File: src/hdl/trpc_pkg.sv
// trpc_pkg: shared types and constants for the throttle ramp pwm controller
// payload structs, register indexes, reset values and fixed duties
// no dependencies
package trpc_pkg;

  // default sizing of the pwm time base and period counter
  localparam int TRPC_PWM_STEPS = 100;
  localparam int TRPC_TICK_BITS = 16;

  // configuration port
  localparam int CFG_IDX_W  = 3;
  localparam int CFG_DATA_W = 16;

  localparam logic [CFG_IDX_W-1:0] CFG_TAKEOFF_PERIOD  = 3'd0;
  localparam logic [CFG_IDX_W-1:0] CFG_SLOWUP_PERIOD   = 3'd1;
  localparam logic [CFG_IDX_W-1:0] CFG_SLOWDOWN_PERIOD = 3'd2;
  localparam logic [CFG_IDX_W-1:0] CFG_HIGH_DUTY       = 3'd3;
  localparam logic [CFG_IDX_W-1:0] CFG_LOW_DUTY        = 3'd4;
  localparam logic [CFG_IDX_W-1:0] CFG_HOVER_HOLD      = 3'd5;
  localparam logic [CFG_IDX_W-1:0] CFG_DEAD_MAN_DUTY   = 3'd6;
  localparam logic [CFG_IDX_W-1:0] CFG_DEAD_MAN_LIMIT  = 3'd7;

  // register reset values
  localparam logic [15:0] RST_TAKEOFF_PERIOD  = 16'd4000;
  localparam logic [15:0] RST_SLOWUP_PERIOD   = 16'd33333;
  localparam logic [15:0] RST_SLOWDOWN_PERIOD = 16'd33333;
  localparam logic [6:0]  RST_HIGH_DUTY       = 7'd60;
  localparam logic [6:0]  RST_LOW_DUTY        = 7'd37;
  localparam logic [15:0] RST_HOVER_HOLD      = 16'd10;
  localparam logic [6:0]  RST_DEAD_MAN_DUTY   = 7'd57;
  localparam logic [7:0]  RST_DEAD_MAN_LIMIT  = 8'd10;

  // fixed duties
  localparam logic [6:0] FORCED_DUTY    = 7'd37;
  localparam logic [6:0] ELEV_FWD_DUTY  = 7'd48;
  localparam logic [6:0] ELEV_BACK_DUTY = 7'd50;
  localparam logic [6:0] ELEV_MID_DUTY  = 7'd49;
  localparam logic [6:0] AIL_FIRST_DUTY = 7'd49;
  localparam logic [6:0] AIL_SEC_DUTY   = 7'd47;
  localparam logic [6:0] AIL_MID_DUTY   = 7'd48;
  localparam logic [7:0] DM_SATURATE    = 8'd255;

  // input item: one tick with the switch bits
  typedef struct packed {
    logic throttle_request;
    logic elevator_forward;
    logic elevator_back;
    logic aileron_first;
    logic aileron_second;
  } trpc_in_t;

  // result item: pin levels and throttle status after the tick
  typedef struct packed {
    logic       throttle_pwm;
    logic       aileron_pwm;
    logic       elevator_pwm;
    logic [6:0] throttle_duty_now;
    logic [1:0] mode_now;
  } trpc_out_t;

endpackage

File: src/hdl/throttle_ramp_pwm_controller.sv
// throttle_ramp_pwm_controller: throttle mode machine, ramp, dead-man cutoff
// and shared-phase pwm for throttle, aileron and elevator pins
// depends on trpc_pkg
//
//  channel | direction | handshake          | payload
//  --------+-----------+--------------------+------------------------------
//  in_     | input     | in_valid/in_stall  | trpc_in_t, one tick
//  out_    | output    | out_valid/out_stall| trpc_out_t, one per tick
//  cfg_    | input     | cfg_valid/cfg_ready| cfg_index, cfg_data
//
// one tick per cycle while in_stall is low; each tick's result is in the output
// register in the cycle after its transfer, all state updated by one pass of compare logic
// in_stall follows out_stall only while a result is held in the output
// register; cfg_ready is always high
// synchronous active-low reset restores the register defaults and idle state
module throttle_ramp_pwm_controller
  import trpc_pkg::*;
#(
  parameter int PWM_STEPS = TRPC_PWM_STEPS,
  parameter int TICK_BITS = TRPC_TICK_BITS
) (
  input  logic                  clk,
  input  logic                  rst_n,
  input  logic                  in_valid,
  output logic                  in_stall,
  input  trpc_in_t              in_data,
  output logic                  out_valid,
  input  logic                  out_stall,
  output trpc_out_t             out_data,
  input  logic                  cfg_valid,
  output logic                  cfg_ready,
  input  logic [CFG_IDX_W-1:0]  cfg_index,
  input  logic [CFG_DATA_W-1:0] cfg_data
);

  localparam int PH_W  = $clog2(PWM_STEPS + 1);
  localparam int CMP_W = (PH_W > 7) ? PH_W : 7;
  localparam logic [PH_W-1:0] PH_LAST = PH_W'(PWM_STEPS);

  typedef enum logic [1:0] {
    MODE_IDLE     = 2'd0,
    MODE_TAKEOFF  = 2'd1,
    MODE_SLOWUP   = 2'd2,
    MODE_SLOWDOWN = 2'd3
  } mode_t;

  // configuration registers
  logic [15:0] takeoff_period_r, slowup_period_r, slowdown_period_r, hover_hold_r;
  logic [6:0]  high_duty_r, low_duty_r, dead_man_duty_r;
  logic [7:0]  dead_man_limit_r;

  // block state
  mode_t                mode_r, mode_nxt;
  logic [TICK_BITS-1:0] ticks_r, ticks_nxt;
  logic [15:0]          hold_r, hold_nxt;
  logic [7:0]           dm_r, dm_nxt;
  logic [6:0]           duty_r, duty_nxt;
  logic [PH_W-1:0]      phase_r, phase_nxt;

  // output register
  logic      out_valid_r;
  trpc_out_t out_data_r, out_data_nxt;

  // combinational helpers
  logic                  in_xfer;
  logic [15:0]           period_sel;
  logic [TICK_BITS+15:0] period_ext;
  logic [TICK_BITS-1:0]  period_cmp, ticks_inc;
  logic                  period_done;
  logic [15:0]           hold_inc;
  logic [6:0]            duty_ramp, elev_duty, ail_duty;
  logic [PH_W-1:0]       phase_inc;
  logic                  t_pin, a_pin, e_pin;

  assign cfg_ready = 1'b1;
  assign in_stall  = out_valid_r && out_stall;
  assign in_xfer   = in_valid && !in_stall;
  assign out_valid = out_valid_r;
  assign out_data  = out_data_r;

  // period counter against the register of the active mode
  always_comb begin
    case (mode_r)
      MODE_TAKEOFF:  period_sel = takeoff_period_r;
      MODE_SLOWUP:   period_sel = slowup_period_r;
      MODE_SLOWDOWN: period_sel = slowdown_period_r;
      default:       period_sel = takeoff_period_r;
    endcase
  end

  assign period_ext  = {{TICK_BITS{1'b0}}, period_sel};
  assign period_cmp  = period_ext[TICK_BITS-1:0];
  assign ticks_inc   = ticks_r + 1'b1;
  assign period_done = (ticks_inc == period_cmp);
  assign hold_inc    = hold_r + 16'd1;
  assign duty_ramp   = (duty_r < high_duty_r) ? duty_r + 7'd1 : duty_r;

  // throttle mode machine and dead-man cutoff
  always_comb begin
    mode_nxt  = mode_r;
    ticks_nxt = ticks_r;
    hold_nxt  = hold_r;
    dm_nxt    = dm_r;
    duty_nxt  = duty_r;
    if (mode_r != MODE_IDLE) begin
      ticks_nxt = period_done ? '0 : ticks_inc;
    end
    case (mode_r)
      MODE_IDLE: begin
        if (in_data.throttle_request) mode_nxt = MODE_TAKEOFF;
      end
      MODE_TAKEOFF: begin
        if (period_done) begin
          if (duty_r < high_duty_r) begin
            duty_nxt = duty_r + 7'd1;
          end else if (hold_inc > hover_hold_r) begin
            hold_nxt = '0;
            mode_nxt = MODE_SLOWUP;
          end else begin
            hold_nxt = hold_inc;
          end
        end
      end
      MODE_SLOWUP: begin
        if (period_done) begin
          duty_nxt = duty_ramp;
          if (duty_ramp == dead_man_duty_r) begin
            if (dm_r != DM_SATURATE) dm_nxt = dm_r + 8'd1;
          end else begin
            dm_nxt = '0;
          end
        end
        if (!in_data.throttle_request) mode_nxt = MODE_SLOWDOWN;
      end
      MODE_SLOWDOWN: begin
        if (period_done) begin
          if (duty_r >= low_duty_r && duty_r != 7'd0) duty_nxt = duty_r - 7'd1;
          else mode_nxt = MODE_IDLE;
        end
        if (in_data.throttle_request) mode_nxt = MODE_SLOWUP;
      end
      default: mode_nxt = MODE_IDLE;
    endcase
    // pins use the duty before this override, the forced duty is applied at the registers
    if (dm_nxt > dead_man_limit_r) begin
      mode_nxt = MODE_IDLE;
    end
  end

  // surface duties from switch pairs
  assign elev_duty = in_data.elevator_forward ? ELEV_FWD_DUTY :
                     (in_data.elevator_back ? ELEV_BACK_DUTY : ELEV_MID_DUTY);
  assign ail_duty  = in_data.aileron_first ? AIL_FIRST_DUTY :
                     (in_data.aileron_second ? AIL_SEC_DUTY : AIL_MID_DUTY);

  // shared pwm phase and pin compares
  assign phase_inc = phase_r + 1'b1;
  assign phase_nxt = (phase_inc >= PH_LAST) ? '0 : phase_inc;
  assign t_pin = CMP_W'(phase_inc) <= CMP_W'(duty_nxt);
  assign a_pin = CMP_W'(phase_inc) <= CMP_W'(ail_duty);
  assign e_pin = CMP_W'(phase_inc) <= CMP_W'(elev_duty);

  always_comb begin
    out_data_nxt                   = out_data_r;
    out_data_nxt.throttle_pwm      = t_pin;
    out_data_nxt.aileron_pwm       = a_pin;
    out_data_nxt.elevator_pwm      = e_pin;
    out_data_nxt.throttle_duty_now = (dm_nxt > dead_man_limit_r) ? FORCED_DUTY : duty_nxt;
    out_data_nxt.mode_now          = mode_nxt;
  end

  // configuration writes
  always_ff @(posedge clk) begin
    if (!rst_n) begin
      takeoff_period_r  <= RST_TAKEOFF_PERIOD;
      slowup_period_r   <= RST_SLOWUP_PERIOD;
      slowdown_period_r <= RST_SLOWDOWN_PERIOD;
      high_duty_r       <= RST_HIGH_DUTY;
      low_duty_r        <= RST_LOW_DUTY;
      hover_hold_r      <= RST_HOVER_HOLD;
      dead_man_duty_r   <= RST_DEAD_MAN_DUTY;
      dead_man_limit_r  <= RST_DEAD_MAN_LIMIT;
    end else if (cfg_valid && cfg_ready) begin
      case (cfg_index)
        CFG_TAKEOFF_PERIOD:  takeoff_period_r  <= cfg_data;
        CFG_SLOWUP_PERIOD:   slowup_period_r   <= cfg_data;
        CFG_SLOWDOWN_PERIOD: slowdown_period_r <= cfg_data;
        CFG_HIGH_DUTY:       high_duty_r       <= cfg_data[6:0];
        CFG_LOW_DUTY:        low_duty_r        <= cfg_data[6:0];
        CFG_HOVER_HOLD:      hover_hold_r      <= cfg_data;
        CFG_DEAD_MAN_DUTY:   dead_man_duty_r   <= cfg_data[6:0];
        CFG_DEAD_MAN_LIMIT:  dead_man_limit_r  <= cfg_data[7:0];
        default: ;
      endcase
    end
  end

  // state advance on each tick transfer
  always_ff @(posedge clk) begin
    if (!rst_n) begin
      mode_r  <= MODE_IDLE;
      ticks_r <= '0;
      hold_r  <= '0;
      dm_r    <= '0;
      duty_r  <= FORCED_DUTY;
      phase_r <= '0;
    end else if (in_xfer) begin
      mode_r  <= mode_nxt;
      ticks_r <= ticks_nxt;
      hold_r  <= hold_nxt;
      dm_r    <= dm_nxt;
      duty_r  <= (dm_nxt > dead_man_limit_r) ? FORCED_DUTY : duty_nxt;
      phase_r <= phase_nxt;
    end
  end

  // result register
  always_ff @(posedge clk) begin
    if (!rst_n) begin
      out_valid_r <= 1'b0;
    end else if (in_xfer) begin
      out_valid_r <= 1'b1;
    end else if (!out_stall) begin
      out_valid_r <= 1'b0;
    end
  end

  always_ff @(posedge clk) begin
    if (in_xfer) out_data_r <= out_data_nxt;
  end

endmodule
File: config.mk
export PLATFORM = sky130hd
export DESIGN_NAME = throttle_ramp_pwm_controller
export DESIGN_NICKNAME = d
export VERILOG_FILES = /design/src/hdl/trpc_pkg.sv /design/src/hdl/throttle_ramp_pwm_controller.sv
export SDC_FILE = /design/constraint.sdc
export NUM_CORES = 1
export LEC_CHECK = 0
export BUFFER_PORTS_ARGS = -buffer_cell sky130_fd_sc_hd__buf_2
export CORE_ASPECT_RATIO = 2
export CORE_UTILIZATION = 56
export CTS_CLUSTER_DIAMETER = 30
export CTS_CLUSTER_SIZE = 40
export DETAILED_ROUTE_END_ITERATION = 6
export PLACE_DENSITY = 0.84
export SLEW_MARGIN = 40
export SYNTH_ARGS = -nofsm -noshare
export SYNTH_HDL_FRONTEND = slang
export SYNTH_SLANG_ARGS = --single-unit
export TNS_END_PERCENT = 20
File: constraint.sdc
create_clock -name clk -period 4.3 [get_ports clk]
set_input_delay 0.215 -clock clk [delete_from_list [all_inputs] [get_ports clk]]
set_output_delay 0.215 -clock clk [all_outputs]
set_load 0.03 [all_outputs]
==> summary.md, run 1 <==
| Metric | Value |
|---|---|
| Tightest slew margin relative to the limit | `46.7%` |
| Routed vias | `9553` |
| Clock tree from TritonCTS | `yes` |
| Remaining global-route overflow | `0` |
| Top cells by area, synth | `sky130_fd_sc_hd__dfxtp_1 31%, sky130_fd_sc_hd__nand2_1 9.1%, sky130_fd_sc_hd__ha_1 8.2%` |
| Routed wire per std cell | `18.1 um` |
| X dimension of the die | `94.5 um` |
| Combined flip-flop and latch cell area | `3370 um^2` |
| Post-CTS clock slew at the launch and capture registers of the worst setup and hold paths | `0.07 ns` |
| Pwr dens | `320 nW/um^2` |
| Drt pass-1 iters | `6` |
| Most numerous cell in the Yosys netlist | `sky130_fd_sc_hd__nand2_1` |
| Final critical delay including setup and external delays | `4.74 ns` |
| Slew Viols, Final | `0` |
| Pin slew with the least headroom to its limit | `0.798 ns` |
| Met1 Track Usage GR | `32.1%` |
| Vias in the first global route | `9275` |
| Area share of the largest cell type after synthesis | `31.4%` |
| I/O pin count | `44` |
| Final period util | `110%` |
| Number of register bits inferred by synthesis | `162` |
| Worst-case clock buffer depth | `2` |
| RePlAce Congestion | `0.932` |
| Worst VDD drop | `0.309 mV` |
| First-pass GRT wire length | `43.7 mm` |
| Number of standard cells after synthesis | `1231` |
| Syn nets | `1323` |
| Routed wire length | `27.7 mm` |
| Fillers | `1316` |
| Antenna violations before repair | `0` |
| N_diodes | `0` |
| Worst Hold Margin | `0.0392 ns` |
| Starting density of the core | `57.1%` |
| Total Routing Usage GR | `31.4%` |
| Crit path DAT | `5.12 ns` |
| Critical-path maximum fanout | `6` |
| Critical setup path kind | `reg2reg` |
| Commonest cells in the netlist | `232 x sky130_fd_sc_hd__nand2_1, 150 x sky130_fd_sc_hd__dfxtp_1, 126 x sky130_fd_sc_hd__a21oi_1, 71 x sky130_fd_sc_hd__nor2_1, 65 x sky130_fd_sc_hd__nand3_1` |
| Class of the tightest hold or removal check | `in2reg` |
| Critical path's largest stage delay | `0.39 ns` |
| Deepest level of the CTS H-tree | `4` |
| Area occupied by multi-input gates | `5880 um^2` |
| Tot Pwr | `3.61 mW` |
| Area overhead of the layout relative to synthesis | `17.7%` |
| Setup Viol. Count Final | `24` |
| Post-detailed-route count of antenna-violating nets | `0` |
| Skew-Pair Late Insertion Delay | `0.46 ns` |
| Origin of the worst min-delay path | `cfg_data[12]` |
| Global routing usage on met2 | `55.6%` |
| Leakage Power | `4.63 nW` |
| CTS Sinks | `162` |
| Max capacitance violation total | `0` |
| Met3 routing resource usage after global routing | `7.03%` |
| Violated checks | `negative setup slack` |
| Core Region | `16800 um^2` |
| RSZ-0062 raised after global routing | `yes` |
| Mapped cell area | `9580 um^2` |
| Count of buffers from port buffering | `42` |
| Number of CTS-inserted buffers | `17` |
| Highest Clock Rate | `211 MHz` |
| Number of warnings issued by yosys | `0` |
| Reg2Reg Setup Slack | `-0.44 ns` |
| Total die area | `17700 um^2` |
| Die height | `187 um` |
| Reg-to-Reg Start | `mode_r[0]` |
| EDFF count, synth | `12` |
| Status | `finished with violations` |
| Clock Root Buffer | `sky130_fd_sc_hd__clkbuf_16` |
| Synth Flop Type | `sky130_fd_sc_hd__dfxtp_1` |
| Number of placement rows | `67` |
| Type of origin of the critical path | `flip-flop` |
| Cell occurring most often along the worst timing path | `sky130_fd_sc_hd__a31oi_1` |
| Placed wire-length estimate | `18.7 mm` |
| Buf+Inv Stages, Crit Path | `4` |
| Proportion of synthesized chip area in sequential cells | `35.1%` |
| CP top delay family | `compound AO/OA/AOI/OAI gates` |
| Share of flip-flops with an asynchronous set or reset | `0%` |
| Remaining design rule violation count | `0` |
| Critical path launch point | `mode_r[0]` |
| Number of distinct library cell variants in the gate-level netlist after synthesis | `74` |
| Worst setup EP type | `flip-flop` |
| Avg Synthesized Cell Area | `7.78 um^2` |
| Pin count of the biggest net entering global routing | `63` |
| Post-Route Skew | `0.0117 ns` |
| Vias per Instance | `6.25` |
| Iteration-0 DRC Markers | `733` |
| NumNets Final | `1401` |
| Busiest layer in global routing | `met2` |
| Data required time of the critical path | `4.68 ns` |
| Smallest setup slack after layout | `-0.441 ns` |
| Cell with the largest stage delay on the worst path | `sky130_fd_sc_hd__dfxtp_4` |
| Share of final-layout standard cells stronger than drive strength 1 | `16.4%` |
| Largest area contributor in the netlist | `sky130_fd_sc_hd__dfxtp_1` |
| Number of endpoints with negative hold slack in the final report | `0` |
[metrics by stage]
step | setup slack [ns] | area (um^2) | util (%) | cells | setup TNS (ns)
detailed placement | -0.293 | 10400 | 61.9 | 1488 | -2.49
floorplan | 0.0198 | 9590 | - | 1231 | 0
global placement | -0.121 | 10400 | 61.8 | 1488 | -0.527
global route | -0.587 | 11300 | 67.2 | 1529 | -9.93
finish | -0.441 | 11300 | 67.2 | 1529 | -6.44
CTS | 0.00354 | 11100 | 66.4 | 1526 | 0
[repair_timing]
| action | 4_1_cts | 5_1_grt |
|---|---|---|
| pin swaps | 19 | 16 |
| setup endpoints to repair | 19 | 25 |
| hold buffers | 1 | 0 |
| buffers inserted | 4 | 2 |
| endpoints found under the hold margin | 1 | 0 |
| cloned | 1 | 1 |
| gates resized for setup | 27 | 26 |
[worst reg2reg max path: stages, from the launching register on]
cell                        delay (ns)
sky130_fd_sc_hd__dfxtp_4          0.39
sky130_fd_sc_hd__inv_4            0.04
sky130_fd_sc_hd__ha_4             0.18
sky130_fd_sc_hd__buf_12           0.14
sky130_fd_sc_hd__buf_4            0.14
sky130_fd_sc_hd__nor3b_1          0.37
sky130_fd_sc_hd__o21ai_1          0.19
sky130_fd_sc_hd__a21oi_1          0.28
sky130_fd_sc_hd__o21bai_1         0.24
sky130_fd_sc_hd__o2111ai_2        0.19
sky130_fd_sc_hd__nor3_4           0.31
sky130_fd_sc_hd__and3_4           0.29
sky130_fd_sc_hd__nand2_4          0.06
sky130_fd_sc_hd__xor2_2           0.15
sky130_fd_sc_hd__nor2_1           0.11
sky130_fd_sc_hd__ha_1             0.26
sky130_fd_sc_hd__a21o_1           0.18
sky130_fd_sc_hd__a21o_1           0.17
sky130_fd_sc_hd__a21oi_2          0.16
sky130_fd_sc_hd__o21ai_2          0.08
sky130_fd_sc_hd__o21ai_1          0.08
sky130_fd_sc_hd__buf_4            0.18
sky130_fd_sc_hd__nand3_2          0.08
sky130_fd_sc_hd__a31oi_1          0.16
sky130_fd_sc_hd__a31oi_1          0.08
sky130_fd_sc_hd__a31oi_1          0.17
[worst paths after layout]
path | end | depth (start not counted)
worst max-delay path | mode_r[0] | 25
worst min-delay path | slowdown_period_r[12] | 3
worst max register to register | mode_r[0] | 25
worst min register to register | low_duty_r[4] | 2
[cell families after synthesis]
kind of cell,synth area share [%]
AOI/OAI and AO/OA,18.9
xor gates and xnor gates,5.42
adders and majority gates,8.23
buffers and inverters,5.51
DFF,35.1
muxes,0.862
other,0.0392
and+or+nand+nor,25.9
[registers in the layout, summed over array words and instances (netlist names)]
| name | cells |
|---|---|
| dm_r | 8 |
| slowup_period_r | 16 |
| hold_r | 16 |
| high_duty_r | 7 |
| slowdown_period_r | 16 |
| takeoff_period_r | 16 |
| duty_r | 7 |
| phase_r | 7 |
| out_data | 12 |
| dead_man_limit_r | 8 |
| ticks_r | 16 |
| low_duty_r | 7 |
| mode_r | 2 |
| dead_man_duty_r | 7 |
| out_valid | 1 |
| hover_hold_r | 16 |
[cell type report]
cell class / instances / area share, %
Tap cell: 207 / 2.30
Sequential cell: 162 / 29.9
Inverter: 57 / 1.93
Clock buffer: 17 / 3.77
Timing Repair Buffer: 130 / 8.42
Clock inverter: 15 / 1.49
Multi-Input combinational cell: 941 / 52.2
[cell usage in the layout, fill, tap and decap left out, drive strengths merged, types with 18 or more instances in the layout]
| cell | netlist | final |
|---|---|---|
| a21oi | 127 | 127 |
| buf | 17 | 127 |
| clkbuf | 54 | 18 |
| dfxtp | 150 | 150 |
| ha | 63 | 63 |
| inv | 56 | 62 |
| nand2 | 232 | 232 |
| nand3 | 65 | 65 |
| nand4 | 23 | 23 |
| nor2 | 71 | 71 |
| nor3 | 20 | 20 |
| o21ai | 54 | 54 |
| xnor2 | 19 | 19 |
| xor2 | 35 | 35 |
[layer usage]
layer / vias to the layer above / share of wire, %
li1: 4487 / -
met1: 4478 / 36
met2: 453 / 53
met3: 135 / 6.1
met4: 0 / 5.4
met5: - / 0
[power breakdown]
group          total (mW)  switching, mW  internal [mW]  leakage [nW]
logic               0.493          0.312          0.181          3.02
clock network        1.53          0.753          0.780         0.288
registers            1.58         0.0253           1.56          1.33
Note: power is estimated with default switching activity, not from simulation.
==> run 2: changes to the inputs <==
--- a/config.mk
+++ b/config.mk
@@ -11,7 +11,8 @@
 export CTS_CLUSTER_DIAMETER = 30
 export CTS_CLUSTER_SIZE = 40
 export DETAILED_ROUTE_END_ITERATION = 6
-export PLACE_DENSITY = 0.84
+export GPL_TIMING_DRIVEN = 0
+export PLACE_DENSITY = 0.77
 export SLEW_MARGIN = 40
 export SYNTH_ARGS = -nofsm -noshare
 export SYNTH_HDL_FRONTEND = slang
==> run 2 against run 1 <==
The flow still finishes with violations (negative setup slack). Utilization fell by 0.15 points. Cell area down 0.22%. Count of clock-buffer cells in the layout grew 1. Global-route usage increased by 4.3 points. Register-to-register slack better by 0.13 ns.
==> summary.md, run 2 (synthesis gave the netlist of run 1 again) <==
| Metric | Value |
|---|---|
| Leakage Power | `4.51 nW (-2.5%)` |
| Origin of the worst min-delay path | `cfg_data[10]` |
| Crit path DAT | `4.89 ns (-0.23 ns)` |
| Worst setup EP type | `flip-flop` |
| Antenna violations before repair | `0 (unchanged)` |
| Deepest level of the CTS H-tree | `4 (unchanged)` |
| Critical setup path kind | `reg2reg` |
| Iteration-0 DRC Markers | `472 (-36%)` |
| Slew Viols, Final | `0 (unchanged)` |
| Vias in the first global route | `9482 (+2.2%)` |
| Number of stages on the worst hold path | `3 (unchanged)` |
| Highest Clock Rate | `217 MHz (+2.8%)` |
| Remaining global-route overflow | `0 (unchanged)` |
| Pin count of the biggest net entering global routing | `22 (-65%)` |
| Leading cell types in the layout, fill and taps excluded | `229 x sky130_fd_sc_hd__nand2_1, 145 x sky130_fd_sc_hd__dfxtp_1, 117 x sky130_fd_sc_hd__a21oi_1, 67 x sky130_fd_sc_hd__nor2_1, 63 x sky130_fd_sc_hd__nand3_1` |
| RePlAce Congestion | `0.990 (+6.2%)` |
| Endpoint of the worst-slack reg-to-reg timing path | `duty_r[5]` |
| Placed wire-length estimate | `21.9 mm (+17%)` |
| Total die area | `17700 um^2 (unchanged)` |
| Class of the tightest hold or removal check | `in2reg` |
| Worst-case clock buffer depth | `2 (unchanged)` |
| Reg-to-Reg Start | `mode_r[1]` |
| X dimension of the die | `94.5 um (unchanged)` |
| Vias per Instance | `6.17 (-1.2%)` |
| Most common library cell in the layout ignoring fill and taps | `sky130_fd_sc_hd__nand2_1` |
| Worst hold endpoint | `takeoff_period_r[10]` |
| Post-detailed-route count of antenna-violating nets | `0 (unchanged)` |
| NumNets Final | `1403 (+0.14%)` |
| First-pass GRT wire length | `48.0 mm (+9.7%)` |
| Total Routing Usage GR | `35.7% (+4.3 points)` |
| Skew-Pair Late Insertion Delay | `0.45 ns (about the same)` |
| Count of buffers from port buffering | `32 (-24%)` |
| Routed vias | `9452 (-1.1%)` |
| Post-layout utilization of the core | `67.1% (-0.15 points)` |
| Max capacitance violation total | `0 (unchanged)` |
| Die height | `187 um (unchanged)` |
| Worst VDD drop | `0.275 mV (-11%)` |
| Final critical delay including setup and external delays | `4.61 ns (-0.131 ns)` |
| Number of placement rows | `67 (unchanged)` |
| Core Region | `16800 um^2 (unchanged)` |
| Smallest setup slack after layout | `-0.309 ns (+0.131 ns)` |
| Clock Root Buffer | `sky130_fd_sc_hd__clkbuf_16` |
| Violated checks | `negative setup slack` |
| Final period util | `107% (-3.1 points)` |
| RSZ-0062 raised after global routing | `yes` |
| Clock tree from TritonCTS | `yes` |
| I/O pin count | `44 (unchanged)` |
| Fillers | `1422 (+8.1%)` |
| Starting density of the core | `57.1% (unchanged)` |
| Routed wire length | `30.2 mm (+9.0%)` |
| Setup Viol. Count Final | `19 (-21%)` |
| Reg2Reg Setup Slack | `-0.31 ns (+0.13 ns)` |
| CTS Sinks | `162 (unchanged)` |
| Pwr dens | `316 nW/um^2 (-1.5%)` |
| Remaining design rule violation count | `0 (unchanged)` |
| Type of origin of the critical path | `flip-flop` |
| Sum of negative setup slack | `-4.06 ns (+2.38 ns)` |
| Post-CTS clock slew at the launch and capture registers of the worst setup and hold paths | `0.07 ns (about the same)` |
| Share of final-layout standard cells stronger than drive strength 1 | `15.2% (-1.2 points)` |
| Drt pass-1 iters | `7 (+1)` |
| Reg2reg path depth | `23 (-8.0%)` |
| Routed wire per std cell | `19.7 um (+8.8%)` |
| Number of CTS-inserted buffers | `17 (unchanged)` |
| Post-Route Skew | `0.0127 ns (+0.000950 ns)` |
| N_diodes | `0 (unchanged)` |
| Data required time of the critical path | `4.58 ns (-0.10 ns)` |
| Tot Pwr | `3.55 mW (-1.8%)` |
| Worst Hold Margin | `0.0507 ns (+0.0115 ns)` |
| Critical-path maximum fanout | `6 (unchanged)` |
| Status | `finished with violations` |
| Pin slew with the least headroom to its limit | `0.866 ns (+0.0673 ns)` |
| Number of endpoints with negative hold slack in the final report | `0 (unchanged)` |
| Area overhead of the layout relative to synthesis | `17.4%` |
| Tightest slew margin relative to the limit | `42.3% (-4.4 points)` |
[run 2: metrics by stage]
stage / worst slack, ns / cell area, um^2 / cells
2_1_floorplan: 0.0198 / 9590 / 1231
3_3_place_gp: -1.43 / 10000 / 1470
3_5_place_dp: -1.41 / 10000 / 1470
4_1_cts: -0.238 / 11000 / 1525
5_1_grt: -0.527 / 11200 / 1531
6_report: -0.309 / 11200 / 1531
[run 2: area by class of cell]
class	instances	area (um^2)	area share (%)
Inverter	57	214	1.90
Clock inverter	14	119	1.06
Multi-Input combinational cell	941	6030	53.7
Timing Repair Buffer	65	464	4.13
Buffer	67	352	3.13
Tap cell	207	259	2.30
Clock buffer	18	429	3.82
Sequential cell	162	3370	30.0
[run 2: per-layer routing]
layer  up-vias  global-route usage [%]  wire (um)
li1       4490                       -          -
met1      4426                    35.1      10400
met2       377                    62.7      15900
met3       159                    6.30       1540
met4         0                    30.1       2390
met5         -                       0          0
[run 2: how the worst max path moves through the flow]
| stage | from | to | slack (ns) | depth (start not counted) |
|---|---|---|---|---|
| floorplan | mode_r[0] | duty_r[5] | 0.02 | 26 |
| global placement | mode_r[0] | duty_r[0] | -1.43 | 23 |
| detailed placement | mode_r[0] | duty_r[0] | -1.41 | 23 |
| CTS | mode_r[1] | duty_r[5] | -0.24 | 24 |
| global route | mode_r[1] | duty_r[6] | -0.53 | 23 |
| finish | mode_r[1] | duty_r[5] | -0.31 | 23 |
[run 2: timing repair]
item / in CTS / in global routing
hold buffers: 1 / 0
gates resized for setup: 67 / 42
endpoints found under the setup margin: 23 / 33
cloned: 2 / 0
hold endpoints to repair: 1 / 0
pin swaps: 28 / 24
setup buffers: 23 / 7
[run 2: critical path: stages, from the launching register on]
cell and delay (ns):
sky130_fd_sc_hd__dfxtp_4 0.36, sky130_fd_sc_hd__buf_6 0.12, sky130_fd_sc_hd__ha_4 0.19, sky130_fd_sc_hd__buf_4 0.15, sky130_fd_sc_hd__a22o_1 0.21, sky130_fd_sc_hd__or3_1 0.33, sky130_fd_sc_hd__a22oi_2 0.22, sky130_fd_sc_hd__o2bb2ai_2 0.16
sky130_fd_sc_hd__o2111ai_2 0.20, sky130_fd_sc_hd__nor3_4 0.36, sky130_fd_sc_hd__and3_4 0.31, sky130_fd_sc_hd__nand2_2 0.06, sky130_fd_sc_hd__xor2_1 0.14, sky130_fd_sc_hd__nor2_1 0.13, sky130_fd_sc_hd__ha_1 0.27, sky130_fd_sc_hd__a21o_1 0.18
sky130_fd_sc_hd__a21o_1 0.16, sky130_fd_sc_hd__a21oi_2 0.13, sky130_fd_sc_hd__o21ai_2 0.10, sky130_fd_sc_hd__o21a_4 0.17, sky130_fd_sc_hd__nor2_4 0.12, sky130_fd_sc_hd__nand2_4 0.09, sky130_fd_sc_hd__a211oi_2 0.22, sky130_fd_sc_hd__a31oi_1 0.06
[run 2: power by group]
part / switching, mW / internal (mW)
logic: 0.331 / 0.178
registers: 0.0254 / 1.56
clock network: 0.695 / 0.758
==> run 3: changes to the inputs <==
--- a/config.mk
+++ b/config.mk
@@ -13,6 +13,7 @@
 export DETAILED_ROUTE_END_ITERATION = 6
 export GPL_TIMING_DRIVEN = 0
 export PLACE_DENSITY = 0.77
+export RECOVER_POWER = 100
 export SLEW_MARGIN = 40
 export SYNTH_ARGS = -nofsm -noshare
 export SYNTH_HDL_FRONTEND = slang
==> run 3 against run 2 <==
The run still ends with negative setup slack left. Combinational power hardly changed. Final cell count stayed put. Total power hardly changed. Sequential power hardly changed. Routed wire length hardly changed. Sequential cell count stayed put. Critical path type unchanged.
==> summary.md, run 3 (synthesis gave the netlist of run 1 again) <==
| Metric | Value |
|---|---|
| Deepest level of the CTS H-tree | `4 (unchanged)` |
| Cell occurring most often along the worst timing path | `sky130_fd_sc_hd__a21o_1` |
| Cell internal power dissipation | `2.49 mW (-0.12%)` |
| Class of the tightest hold or removal check | `in2reg` |
| Vias in the first global route | `9482 (unchanged)` |
| Origin of the worst min-delay path | `cfg_data[10]` |
| Leakage Power | `4.47 nW (-0.98%)` |
| Number of stages on the worst hold path | `3 (unchanged)` |
| Remaining design rule violation count | `0 (unchanged)` |
| CTS Sinks | `162 (unchanged)` |
| Post-detailed-route count of antenna-violating nets | `0 (unchanged)` |
| Area overhead of the layout relative to synthesis | `17.2%` |
| Antenna violations before repair | `0 (unchanged)` |
| I/O pin count | `44 (unchanged)` |
| Total Routing Usage GR | `35.7% (unchanged)` |
| Count of buffers from port buffering | `32 (unchanged)` |
| Tot Pwr | `3.55 mW (about the same)` |
| N_diodes | `0 (unchanged)` |
| Reg2reg path depth | `23 (unchanged)` |
| Leading cell types in the layout, fill and taps excluded | `229 x sky130_fd_sc_hd__nand2_1, 145 x sky130_fd_sc_hd__dfxtp_1, 117 x sky130_fd_sc_hd__a21oi_1, 67 x sky130_fd_sc_hd__nor2_1, 63 x sky130_fd_sc_hd__nand3_1` |
| Die height | `187 um (unchanged)` |
| Reg2Reg Setup Slack | `-0.31 ns (about the same)` |
| Number of endpoints with negative hold slack in the final report | `0 (unchanged)` |
| Final critical delay including setup and external delays | `4.61 ns (-0.00162 ns)` |
| Share of total power in the clock network | `41.0% (about the same)` |
| Pwr dens | `316 nW/um^2 (+0.28%)` |
| Max capacitance violation total | `0 (unchanged)` |
| Highest Clock Rate | `217 MHz (about the same)` |
| Number of CTS-inserted buffers | `17 (unchanged)` |
| Iteration-0 DRC Markers | `473 (+0.21%)` |
| Tightest slew margin relative to the limit | `26.6% (-16 points)` |
| Critical-path maximum fanout | `6 (unchanged)` |
| Skew-Pair Late Insertion Delay | `0.45 ns (about the same)` |
| Slew Viols, Final | `0 (unchanged)` |
| Reg-to-Reg Start | `mode_r[1]` |
| Post-layout utilization of the core | `66.9% (-0.15 points)` |
| Critical path's largest stage delay | `0.36 ns (about the same)` |
| Sum of negative setup slack | `-4.06 ns (+0.00554 ns)` |
| Routed wire per std cell | `19.7 um (about the same)` |
| Switching power of the nets | `1.06 mW (+0.47%)` |
| First-pass GRT wire length | `48.0 mm (unchanged)` |
| RSZ-0062 raised after global routing | `yes` |
| Clock tree from TritonCTS | `yes` |
| Total die area | `17700 um^2 (unchanged)` |
| Number of placement rows | `67 (unchanged)` |
| Share of final-layout standard cells stronger than drive strength 1 | `13.9% (-1.3 points)` |
| Pin slew with the least headroom to its limit | `1.10 ns (+0.235 ns)` |
| Cell area after layout | `11200 um^2 (-0.22%)` |
| Critical path launch point | `mode_r[1]` |
| Vias per Instance | `6.20 (+0.40%)` |
| Seq pwr share | `44.7% (about the same)` |
| Core Region | `16800 um^2 (unchanged)` |
| Area of placed instances | `10000 um^2 (unchanged)` |
| NumNets Final | `1403 (unchanged)` |
| Clock Root Buffer | `sky130_fd_sc_hd__clkbuf_16` |
| Setup slack at placement | `-1.41 ns (unchanged)` |
| Worst setup EP type | `flip-flop` |
| Starting density of the core | `57.1% (unchanged)` |
| Worst-case clock buffer depth | `2 (unchanged)` |
| Data required time of the critical path | `4.59 ns (about the same)` |
| Post-CTS clock slew at the launch and capture registers of the worst setup and hold paths | `0.07 ns (about the same)` |
| Switch share | `29.8% (+0.12 points)` |
| Final period util | `107% (about the same)` |
| Count of placed standard cells including taps | `1470 (unchanged)` |
| Count of placed standard cells in the final layout, fillers left out | `1531 (unchanged)` |
| Worst Hold Margin | `0.0464 ns (-0.00428 ns)` |
| Most common library cell in the layout ignoring fill and taps | `sky130_fd_sc_hd__nand2_1` |
| Routed wire length | `30.2 mm (about the same)` |
| RePlAce Congestion | `0.990 (unchanged)` |
| Critical setup path kind | `reg2reg` |
| Remaining global-route overflow | `0 (unchanged)` |
| Post-Route Skew | `0.0124 ns (-0.000327 ns)` |
| Worst VDD drop | `0.278 mV (+1.4%)` |
| Critical Path, Cell by Cell | `buf_6 -> ha_4 -> buf_4 -> a22o_1 -> or3_1 -> a22oi_2 -> o2bb2ai_2 -> o2111ai_2 -> nor3_4 -> and3_4 -> nand2_2 -> xor2_1 -> nor2_1 -> ha_1 -> a21o_1 -> a21o_1 -> a21oi_2 -> o21ai_2 -> o21a_4 -> nor2_4 -> nand2_4 -> a211oi_2 -> a31oi_1` |
| Setup Viol. Count Final | `19 (unchanged)` |
| Smallest setup slack after layout | `-0.308 ns (+0.00162 ns)` |
| Violated checks | `negative setup slack` |
| Combinational cell fraction of total power | `14.3% (about the same)` |
| Pin count of the biggest net entering global routing | `22 (unchanged)` |
| Type of origin of the critical path | `flip-flop` |
| Routed vias | `9490 (+0.40%)` |
| Placed wire-length estimate | `21.9 mm (unchanged)` |
| Drt pass-1 iters | `5 (-2)` |
| Cell with the largest stage delay on the worst path | `sky130_fd_sc_hd__dfxtp_4` |
| Status | `finished with violations` |
| X dimension of the die | `94.5 um (unchanged)` |
| Crit path DAT | `4.89 ns (about the same)` |
[run 3: cell types whose count changed in the layout (fill, tap and decap cells not counted)]
cell / before / now
sky130_fd_sc_hd__buf_1: 2 / 1
sky130_fd_sc_hd__buf_2: 36 / 21
sky130_fd_sc_hd__clkbuf_1: 41 / 58
sky130_fd_sc_hd__clkbuf_2: 10 / 9
sky130_fd_sc_hd__nor3_1: 11 / 12
sky130_fd_sc_hd__nor3_2: 5 / 4
[run 3: worst max-delay path, delay by kind of cell (launching register included)]
family / cells / cell delay (ns)
AOI/OAI and AO/OA: 11 / 1.81
xor gates and xnor gates: 1 / 0.14
adders and majority gates: 2 / 0.46
buffers and inverters: 2 / 0.27
DFF: 1 / 0.36
and+or+nand+nor: 7 / 1.40
[run 3: what timing repair did]
item,4_1_cts,5_1_grt
gates cloned,2,0
setup endpoints to repair,23,33
gates resized for setup,67,42
pin swaps,28,24
hold endpoints to repair,1,0
buffers inserted,23,7
hold buffers,1,0
[run 3: final cells by class]
cell class,instances,area [um^2]
Clock buffer,18,429
Inverter,57,214
Timing Repair Buffer,65,445
Fill cell,1423,5550
Sequential cell,162,3370
Multi-Input combinational cell,941,6030
Clock inverter,14,119
Tap cell,207,259
Buffer,67,350
[run 3: path summary, 6_finish.rpt]
check / to
hold reg to reg: slowdown_period_r[13]
setup reg to reg: duty_r[5]
setup / recovery: duty_r[5]
hold / removal: takeoff_period_r[10]
[run 3: layer usage]
metal  global-route usage [%]  vias up  wire length, um  part of all wire [%]
met5                        0        -                0                     0
met4                     30.1        0             2360                   7.8
met3                     6.30      153             1600                   5.3
met2                     62.7      401            15900                    53
met1                     35.1     4451            10300                    34
li1                         -     4485                -                     -
[run 3: power by group through the flow]
stage | clock network (mW) | registers [mW] | logic (mW)
after floorplan | 0 | 1.63 | 0.289
after global placement | 0 | 1.62 | 0.435
after detailed placement | 0 | 1.62 | 0.443
after global routing | 1.52 | 1.59 | 0.550
after CTS | 1.47 | 1.59 | 0.482
final | 1.46 | 1.59 | 0.507
